[config.mk]
export PLATFORM = sky130hd
export DESIGN_NAME = sliding_window_min_max
export DESIGN_NICKNAME = d
export VERILOG_FILES = /design/src/rtl/swmm_pkg.sv /design/src/rtl/sliding_window_min_max.sv
export VERILOG_INCLUDE_DIRS = /design/src /design/src/rtl
export SDC_FILE = /design/constraint.sdc
export NUM_CORES = 1
export LEC_CHECK = 0
export CAP_MARGIN = 10
export CORE_UTILIZATION = 63
export CTS_BUF_LIST = sky130_fd_sc_hd__clkbuf_16
export CTS_CLUSTER_DIAMETER = 80
export DETAILED_ROUTE_END_ITERATION = 10
export DONT_BUFFER_PORTS = 1
export PLACE_DENSITY = 0.79
export SLEW_MARGIN = 30
export SYNTH_ARGS = -nofsm -noshare
export SYNTH_HDL_FRONTEND = slang
export SYNTH_SLANG_ARGS = --single-unit
export TNS_END_PERCENT = 5
[constraint.sdc]
create_clock -name clk -period 11.3 [get_ports clk]
set_input_delay 1.13 -clock clk [delete_from_list [all_inputs] [get_ports clk]]
set_output_delay 1.13 -clock clk [all_outputs]
set_load 0.01 [all_outputs]
[src/rtl/sliding_window_min_max_macros.svh]
// Assertion macros for the sliding window min/max block.
// Needs a clock named clk and an active-low reset named rst_n in scope.
`ifndef SLIDING_WINDOW_MIN_MAX_MACROS_SVH
`define SLIDING_WINDOW_MIN_MAX_MACROS_SVH

// Same-cycle implication, disabled during reset.
`define SWMM_ASSERT_NOW(label, ante, cons, msg) \
    label: assert property (@(posedge clk) disable iff (!rst_n) (ante) |-> (cons)) \
        else $error(msg);

// Next-cycle implication, disabled during reset.
`define SWMM_ASSERT_NEXT(label, ante, cons, msg) \
    label: assert property (@(posedge clk) disable iff (!rst_n) (ante) |=> (cons)) \
        else $error(msg);

`endif

[src/rtl/swmm_pkg.sv]
// Package for the sliding window min/max block: sample width and slot type.
// No dependencies.
`default_nettype none

package swmm_pkg;

    localparam int SAMPLE_W = 16;

    typedef logic [SAMPLE_W-1:0] sample_t;

    typedef struct packed {
        sample_t min_v;
        sample_t max_v;
    } slot_t;

endpackage

`default_nettype wire

[src/rtl/sliding_window_min_max.sv]
// Sliding window min/max: one beat in, one beat out, ring of slot pairs in one RAM.
// Each accepted beat starts a scan of k earlier slots, k = 1 .. WINDOW_DEPTH-1, read through
// the single RAM read port one slot a cycle into a running min/max, then registered out.
// No new beat is taken until the scan's result has moved into the output register.
// Reset: pointers, scan control and per-slot valid bits clear; invalid slots read zero.
// Depends on swmm_pkg and sliding_window_min_max_macros.svh.
`default_nettype none

`include "sliding_window_min_max_macros.svh"

module sliding_window_min_max
    import swmm_pkg::*;
#(
    parameter int WINDOW_DEPTH = 10
)
(
    input  wire logic                clk,
    input  wire logic                rst_n,
    input  wire logic                in_valid,
    output logic                     in_ready,
    input  wire logic [SAMPLE_W-1:0] block_min,
    input  wire logic [SAMPLE_W-1:0] block_max,
    output logic                     out_valid,
    input  wire logic                out_ready,
    output logic [SAMPLE_W-1:0]      window_min,
    output logic [SAMPLE_W-1:0]      window_max
);

    localparam int PTR_W = (WINDOW_DEPTH > 1) ? $clog2(WINDOW_DEPTH) : 1;

    typedef logic [PTR_W-1:0] ptr_t;

    typedef enum logic {
        ST_IDLE,
        ST_SCAN
    } state_t;

    function automatic ptr_t ring_next(input ptr_t p);
        ptr_t n;
        if (p == PTR_W'(WINDOW_DEPTH - 1))
        begin
            n = '0;
        end
        else
        begin
            n = p + 1'b1;
        end
        return n;
    endfunction

    state_t                   state_reg;
    ptr_t                     wp_reg;
    ptr_t                     op_reg;
    ptr_t                     cur_reg;
    logic                     pend_reg;
    logic                     rd_valid_reg;
    slot_t                    rd_slot_reg;
    logic [WINDOW_DEPTH-1:0]  slot_valid_reg;
    sample_t                  run_min_reg;
    sample_t                  run_max_reg;
    logic                     out_valid_reg;
    sample_t                  window_min_reg;
    sample_t                  window_max_reg;

    slot_t                    mem [WINDOW_DEPTH];

    logic                     in_accept;
    ptr_t                     wp_adv;
    ptr_t                     op_adv;
    logic                     issue;
    logic                     scan_done;
    logic                     out_free;
    sample_t                  rd_min;
    sample_t                  rd_max;
    sample_t                  run_min_next;
    sample_t                  run_max_next;

    assign in_ready   = (state_reg == ST_IDLE);
    assign in_accept  = in_valid && in_ready;
    assign wp_adv     = ring_next(wp_reg);
    assign op_adv     = (wp_adv == op_reg) ? ring_next(op_reg) : op_reg;
    assign issue      = (state_reg == ST_SCAN) && (cur_reg != wp_reg);
    assign scan_done  = (state_reg == ST_SCAN) && !issue && !pend_reg;
    assign out_free   = !out_valid_reg || out_ready;
    assign rd_min     = rd_valid_reg ? rd_slot_reg.min_v : '0;
    assign rd_max     = rd_valid_reg ? rd_slot_reg.max_v : '0;

    assign out_valid  = out_valid_reg;
    assign window_min = window_min_reg;
    assign window_max = window_max_reg;

    always_comb
    begin
        run_min_next = run_min_reg;
        run_max_next = run_max_reg;
        if (in_accept)
        begin
            run_min_next = block_min;
            run_max_next = block_max;
        end
        else if (pend_reg)
        begin
            // zero in a min slot means empty
            if ((rd_min != '0) && (rd_min < run_min_reg))
            begin
                run_min_next = rd_min;
            end
            if (rd_max > run_max_reg)
            begin
                run_max_next = rd_max;
            end
        end
    end

    always_ff @(posedge clk)
    begin
        if (in_accept)
        begin
            mem[wp_adv] <= '{min_v: block_min, max_v: block_max};
        end
        if (issue)
        begin
            rd_slot_reg <= mem[cur_reg];
        end
    end

    always_ff @(posedge clk)
    begin
        run_min_reg <= run_min_next;
        run_max_reg <= run_max_next;
    end

    always_ff @(posedge clk or negedge rst_n)
    begin
        if (!rst_n)
        begin
            state_reg      <= ST_IDLE;
            wp_reg         <= '0;
            op_reg         <= '0;
            cur_reg        <= '0;
            pend_reg       <= 1'b0;
            rd_valid_reg   <= 1'b0;
            slot_valid_reg <= '0;
            out_valid_reg  <= 1'b0;
            window_min_reg <= '0;
            window_max_reg <= '0;
        end
        else
        begin
            pend_reg <= issue;
            if (issue)
            begin
                rd_valid_reg <= slot_valid_reg[cur_reg];
                cur_reg      <= ring_next(cur_reg);
            end
            if (scan_done && out_free)
            begin
                out_valid_reg  <= 1'b1;
                window_min_reg <= run_min_reg;
                window_max_reg <= run_max_reg;
            end
            else if (out_ready)
            begin
                out_valid_reg <= 1'b0;
            end
            unique case (state_reg)
                ST_IDLE:
                begin
                    if (in_accept)
                    begin
                        wp_reg                 <= wp_adv;
                        op_reg                 <= op_adv;
                        cur_reg                <= op_adv;
                        slot_valid_reg[wp_adv] <= 1'b1;
                        state_reg              <= ST_SCAN;
                    end
                end
                ST_SCAN:
                begin
                    if (scan_done && out_free)
                    begin
                        state_reg <= ST_IDLE;
                    end
                end
                default:
                begin
                    state_reg <= ST_IDLE;
                end
            endcase
        end
    end

    `SWMM_ASSERT_NOW(a_ptr_range,
        1'b1,
        (wp_reg <= PTR_W'(WINDOW_DEPTH - 1)) && (op_reg <= PTR_W'(WINDOW_DEPTH - 1)),
        "ring pointer out of range")
    `SWMM_ASSERT_NEXT(a_ring_gap, in_accept, wp_reg != op_reg,
        "write pointer caught the oldest pointer after a beat")
    `SWMM_ASSERT_NEXT(a_no_overwrite, scan_done && out_valid_reg && !out_ready,
        (state_reg == ST_SCAN) && out_valid_reg,
        "pending result overwritten")
    `SWMM_ASSERT_NOW(a_scan_skips_head, issue, slot_valid_reg[wp_reg],
        "scan running while the new slot is not marked valid")

endmodule

`default_nettype wire
==> results by group, run 1 <==
CTS
  • Setup repair bufs after CTS: 0
  • Root buf cell: clkbuf_16
  • Post-CTS Hold Buffers: 0
  • Worst-Skew Late Latency: 0.55 ns
  • CTS buffer count: 43
  • Cts repair resizes: 0
  • CTS tree: yes
  • Clk pin slew, worst setup/hold paths: 0.06 ns
  • Clock buffer depth: 3
  • CTS H-tree depth: 2
  • Clock sinks: between 400 and 500

Critical path
  • Reg2Reg Launch Point: cur_reg[0]
  • Setup crit start kind: register
  • CP dominant cell by count: buf_4
  • CP max stage delay: 0.81 ns
  • Register-to-Register Path Depth: 6
  • CP bufs+invs: 2
  • Flop-to-flop setup slack: 7.60 ns
  • Highest-delay cell along the critical path: dfrtp_4
  • CP endpoint: rd_slot_reg[18]
  • Critical path endpoint category: register
  • Levels on crit path: 6
  • CP cell instances: buf_4 -> buf_4 -> mux4_2 -> and2_1 -> a211oi_1 -> a21oi_1
  • Delay-heaviest family, CP: buffers and inverters
  • CP Launch Point: cur_reg[0]
  • FF-to-FF End: rd_slot_reg[18]
  • Worst Path Required: 11.56 ns
  • Critical path arrival: just under 4 ns
  • CP Max Fanout: 50
  • Critical setup path kind: reg2reg

GRT
  • GRT overflow: 0
  • GRT Resource Usage Total: 26.5%
  • Number of global-route vias before repair: 9,807
  • Largest net degree at the start of global routing: 70
  • First-pass GRT wire length: 56.7 mm
  • Initial antenna violation count: 0

Power and ir drop
  • Worst VDD drop: 0.149 mV
  • Clock Power Share: around 29%
  • Part of the power in registers: 45.6%
  • Internal power: 3.53 mW
  • Static Leak: 7.24 nW
  • Power Density: ~250 nW/um^2
  • Comb pwr share: 25.7%
  • Sw Share: 31.1%
  • Power, Total: 5.12 mW
  • Switch Pwr: between 1.5 and 2 mW

Timing
  • Tcrit/Tclk final: 32.7%
  • Post-route setup TNS: 0 ns
  • Actual slew at the worst max-slew pin: 0.930 ns
  • Final setup viols: 0
  • Clk_skew: approximately 0.024 ns
  • Max-slew violations: 0
  • Final Hold Fails: 0
  • Fmax: 0.270 GHz
  • Max-slew headroom: 38.0%
  • Crit path time final: 3.70 ns
  • RSZ-0062 raised after global routing: false

Synthesis
  • Syn Inst Count: 1,129
  • Syn_nets: 1,196
  • Mapped Area: 18,200 um^2
  • Yosys warns: 0
  • Ys async rst share: between 10% and 20%
  • Seq/Total Area, Yosys: a little under three quarters
  • Syn avg cell area: 16.1 um^2
  • EDFF count, synth: ~380
  • Count of cell types in the netlist: between 50 and 60
  • Top FF cell, synth: edfxtp_1
  • Register bit total from synthesis: between 400 and 500

Route
  • Number of DRC markers in iteration 0: 893
  • Antenna-violating nets left: 0
  • DR DRC count: 0
  • Total Wirelength: 37.7 mm
  • Via count: 9,618
  • Vias per std cell: about 6.2
  • DR pass1 iterations: 5
  • Drt wl/cell: 24.4 um

Layout
  • Antenna diode count: 0
  • Most frequent cells in the layout: 384 x edfxtp_1, 144 x nand2_1, 66 x mux4_2
  • Layout cells sized above 1: 16.8%
  • Fillcell total: 1,661
  • Synth-to-Final Area Change: 10.9%
  • Flip-flop count of the largest register after layout: 320
  • Fin cells: 1,547
  • Nets: 1,201
  • Most common cell after layout, fill and taps aside: edfxtp_1
  • Fin area: 20,200 um^2
  • Final Util: 71.8%

Floorplanning
  • Die area: 29,600 um^2
  • I/O pin count: 70
  • Initial Util: about two thirds
  • Core Box Area: about 28,000 um^2
  • Rows: 61
  • Die X: roughly 170 um
  • Die Span Y: approximately 170 um

Min path
  • Tightest Hold Check Type: in2async

Placement
  • Post-Place Cells: 1,467
  • Post-DP HPWL: roughly 22 mm
  • Post-DP Area: approximately 19,000 um^2
  • IO buf count: 0
  • Placer congestion estimate: 0.845

Flow run
  • Max-cap violations: 0

Outcome
  • Outcome: completed
[stage by stage]
| step | setup slack, ns | hold slack, ns |
|---|---|---|
| finish | 7.60 | 0.269 |
| global route | 7.36 | 0.245 |
| CTS | 7.55 | 0.250 |
| detailed placement | 7.65 | 0.451 |
| global placement | 7.68 | 0.448 |
| floorplan | 5.70 | 0.434 |
[cells in the mapped netlist (8+ instances only)]
cell	instances	share of area (%)
edfxtp_1	384	63
nand2_1	144	3.0
mux4_2	66	8.2
and2_1	63	2.2
dfrtp_1	58	8.0
a21oi_1	47	1.3
inv_1	39	0.80
mux2i_1	35	1.9
a211oi_1	33	1.4
o21ai_1	32	0.88
clkbuf_1	31	0.64
ha_1	31	2.1
nor2_1	18	0.37
buf_2	15	0.41
o21ai_0	15	0.41
buf_4	10	0.41
or2_2	10	0.34
xnor2_1	10	0.48
nor2b_1	9	0.31
a21o_1	8	0.33
nor3_1	8	0.22
[per-layer routing]
layer | track usage [%] | share of wire, % | wire (um) | vias up
li1 | - | - | - | 4275
met1 | 36.1 | 40 | 15100 | 4862
met2 | 43.7 | 49 | 18500 | 423
met3 | 5.10 | 8.5 | 3190 | 58
met4 | 8.54 | 2.3 | 878 | 0
met5 | 0 | 0 | 0 | -
[cell type report]
type / instances / area (um^2) / share of cell area (%)
Clock buffer: 44 / 1100 / 5.46
Clock inverter: 36 / 347 / 1.72
Inverter: 39 / 146 / 0.726
Multi-Input combinational cell: 586 / 4830 / 23.9
Sequential cell: 442 / 13000 / 64.4
Tap cell: 378 / 473 / 2.35
Timing Repair Buffer: 22 / 285 / 1.41
[worst register-to-register path, cell delays in order (launching register included)]
cell and delay (ns):
dfrtp_4 0.81, buf_4 0.79, buf_4 0.70, mux4_2 0.57, and2_1 0.18, a211oi_1 0.29, a21oi_1 0.07
[power by group through the flow]
stage	Sequential, mW	Combinational, mW	Clock (mW)
final	2.34	1.32	1.47
after global routing	2.37	1.43	1.54
after CTS	2.34	1.32	1.48
after detailed placement	2.37	1.29	0
after global placement	2.36	1.25	0
after floorplan	2.21	1.13	0
[cells by family after synthesis]
kind of cell,count (synthesis),share of synthesized area [%]
buffers and inverters,101,2.50
AOI/OAI and AO/OA,153,5.21
adders and majority gates,31,2.13
xor gates and xnor gates,14,0.715
DFF,442,71.4
muxes,103,10.3
and+or+nand+nor,285,7.81
[how the worst min path moves through the flow]
stage,from,to,cells after the start
3_3_place_gp,slot_valid_reg[4],slot_valid_reg[4],1
5_1_grt,rst_n,slot_valid_reg[2],0
2_1_floorplan,slot_valid_reg[2],slot_valid_reg[2],1
3_5_place_dp,slot_valid_reg[0],slot_valid_reg[0],1
4_1_cts,rst_n,slot_valid_reg[2],0
6_report,rst_n,slot_valid_reg[2],0
No activity file was read; power rests on OpenSTA's default activity.
==> inputs of run 2 (changes only) <==
ABC_AREA = 1   (was default)
CORE_UTILIZATION = 57   (was 63)
PLACE_DENSITY = 0.75   (was 0.79)
clock period = 3.05 ns   (was 11.3 ns; I/O delays follow)
==> results by group, run 2 <==
Outcome
  • Outcome: completed

Timing
  • Final Hold Fails: 0
  • RSZ-0062 raised after global routing: false
  • Crit path time final: 2.43 ns
  • Post-route setup TNS: 0 ns
  • Actual slew at the worst max-slew pin: 0.808 ns
  • Clk_skew: ~0.015 ns
  • Fmax: 0.412 GHz
  • Final setup viols: 0
  • Max-slew violations: 0
  • Tcrit/Tclk final: 79.7%
  • Max-slew headroom: a little under half

Synthesis
  • Ys async rst share: 13.1%
  • Most frequent cells after synthesis: 384 x edfxtp_1, 222 x o21ai_0, 187 x nor2_1, 173 x nand2_1, 87 x inv_1
  • Count of cell types in the netlist: 37
  • Syn_nets: around 1,500
  • Synth area leader: edfxtp_1
  • Mapped Area: ~18,000 um^2
  • Post-synth top area share: 63.3%
  • Syn avg cell area: ~12 um^2
  • Register bit total from synthesis: 442
  • Seq/Total Area, Yosys: 71.3%
  • Most common cell in the netlist: edfxtp_1
  • Synth area leaders: edfxtp_1 63%, dfrtp_1 8.0%, o21ai_0 6.1%
  • Syn Inst Count: 1,479
  • Top FF cell, synth: edfxtp_1
  • Yosys warns: 0
  • EDFF count, synth: between 300 and 400

Critical path
  • Setup crit start kind: register
  • Register-to-Register Path Depth: 11
  • Critical path endpoint category: register
  • Critical setup path kind: reg2reg
  • Reg2Reg Launch Point: rd_valid_reg
  • Flop-to-flop setup slack: between 0.6 and 0.7 ns
  • Critical path arrival: 2.60 ns
  • Worst Path Required: 3.22 ns
  • CP Max Fanout: 17
  • FF-to-FF End: run_min_reg[9]

Power and ir drop
  • Power, Total: roughly 20 mW
  • Power Density: 993 nW/um^2
  • Worst VDD drop: 0.559 mV
  • Static Leak: around 7.4 nW

Layout
  • Most common cell after layout, fill and taps aside: edfxtp_1
  • Most frequent cells in the layout: 384 x edfxtp_1, 222 x o21ai_0, 179 x nor2_1
  • Final Util: 65.1%
  • Nets: 1,567
  • Fin cells: 1,937
  • Synth-to-Final Area Change: 12.5%
  • Fillcell total: between 2,000 and 2,500
  • Layout cells sized above 1: 8.74%
  • Flip-flop count of the largest register after layout: 320

Placement
  • Post-DP HPWL: 24.2 mm
  • Post-Place Cells: 1,822
  • Placer congestion estimate: between 0.8 and 0.9
  • IO buf count: 0

CTS
  • CTS buffer count: 43
  • Clock buffer depth: 3
  • Setup repair bufs after CTS: 0
  • Clock sinks: 442
  • Root buf cell: clkbuf_16
  • CTS tree: yes
  • Clk pin slew, worst setup/hold paths: 0.06 ns
  • Cts repair resizes: 0
  • CTS H-tree depth: 2
  • Worst-Skew Late Latency: 0.55 ns

Route
  • Antenna-violating nets left: 0
  • Number of DRC markers in iteration 0: 1,251
  • Drt wl/cell: 21.8 um
  • Via count: 11,900
  • Vias per std cell: ~6.1
  • DR DRC count: 0
  • DR pass1 iterations: 5
  • Total Wirelength: 42.2 mm

Min path
  • Hold Crit Endpoint: run_min_reg[0]
  • Hold Path Depth: 2
  • Worst hold start: block_min[0]
  • Tightest Hold Check Type: in2reg

Floorplanning
  • Rows: 65
  • Initial Util: 57.8%
  • I/O pin count: 70
  • Die X: roughly 180 um
  • Die Span Y: 181 um
  • Core Box Area: 31,500 um^2
  • Die area: 32,700 um^2

GRT
  • GRT overflow: 0
  • Number of global-route vias before repair: 11,400
  • GRT Resource Usage Total: 26.4%
  • Initial antenna violation count: 1
  • First-pass GRT wire length: around 66 mm
  • Largest net degree at the start of global routing: 80

Flow run
  • Max-cap violations: 0
## run 2: worst max path at each step
stage                                  to    startpoint
final                      run_min_reg[9]  rd_valid_reg
after floorplan                 mem[8][0]     state_reg
after detailed placement   run_min_reg[0]  rd_valid_reg
after global placement    run_min_reg[10]  rd_valid_reg
after global routing       run_max_reg[9]  rd_valid_reg
after CTS                 run_min_reg[13]  rd_valid_reg
## run 2: worst max-delay path, cell delays in order, from the launching register on
cell and delay, ns:
dfrtp_1 0.38, buf_4 0.19, nand2_1 0.11, inv_1 0.06
ha_1 0.29, a21oi_1 0.13, nor2_1 0.05, a211oi_1 0.17
nand2_1 0.08, nand2_1 0.06, nand2_1 0.05, nand2_1 0.49
## run 2: layout make-up
| class | count | area [um^2] | area share (%) |
|---|---|---|---|
| diodes | 1 | 2.50 | 0.0122 |
| clock buffers | 43 | 1080 | 5.25 |
| clock inverters | 36 | 297 | 1.45 |
| inverters | 94 | 358 | 1.75 |
| multi-input cells | 854 | 4520 | 22.1 |
| flip-flops and latches | 442 | 13000 | 63.4 |
| well taps | 402 | 503 | 2.45 |
| repair buffers | 65 | 743 | 3.63 |
## run 2: kinds of logic after synthesis
family / count (synthesis) / synth area share (%)
buffers and inverters: 183 / 4.28
AO/OA/AOI/OAI: 393 / 12.5
flip-flops: 442 / 71.3
XOR/XNOR: 7 / 0.337
adder cells (fa/ha/maj): 31 / 2.13
AND/OR/NAND/NOR: 423 / 9.41
## run 2: power by group
part	total (mW)	switching (mW)	leakage, nW	internal [mW]
Sequential	8.64	0.719	4.23	7.92
Clock	5.16	2.17	0.687	2.99
Combinational	6.54	4.47	2.53	2.07
Total	20.3	7.36	7.45	13.0
## run 2: per-stage QoR
| stage | cell area [um^2] | worst slack, ns | hold WS, ns |
|---|---|---|---|
| floorplan | 18200 | -0.613 | 0.00941 |
| global placement | 18700 | 0.652 | 0.0106 |
| detailed placement | 18700 | 0.620 | 0.0107 |
| CTS | 20500 | 0.599 | 0.00237 |
| global route | 20500 | 0.395 | 0.0215 |
| finish | 20500 | 0.620 | 0.0319 |
## run 2: layer usage
metal,vias to the layer above,GRT usage [%],share of wire [%]
li1,5385,-,-
met2,673,39.3,45
met5,-,0,0
met3,77,5.89,12
met1,5754,38.7,41
met4,0,8.51,2.4
## run 2: timing repair
action / CTS / global route
hold buffers: 35 / 0
endpoints found under the hold margin: 395 / 0
endpoints found under the setup margin: 0 / 0
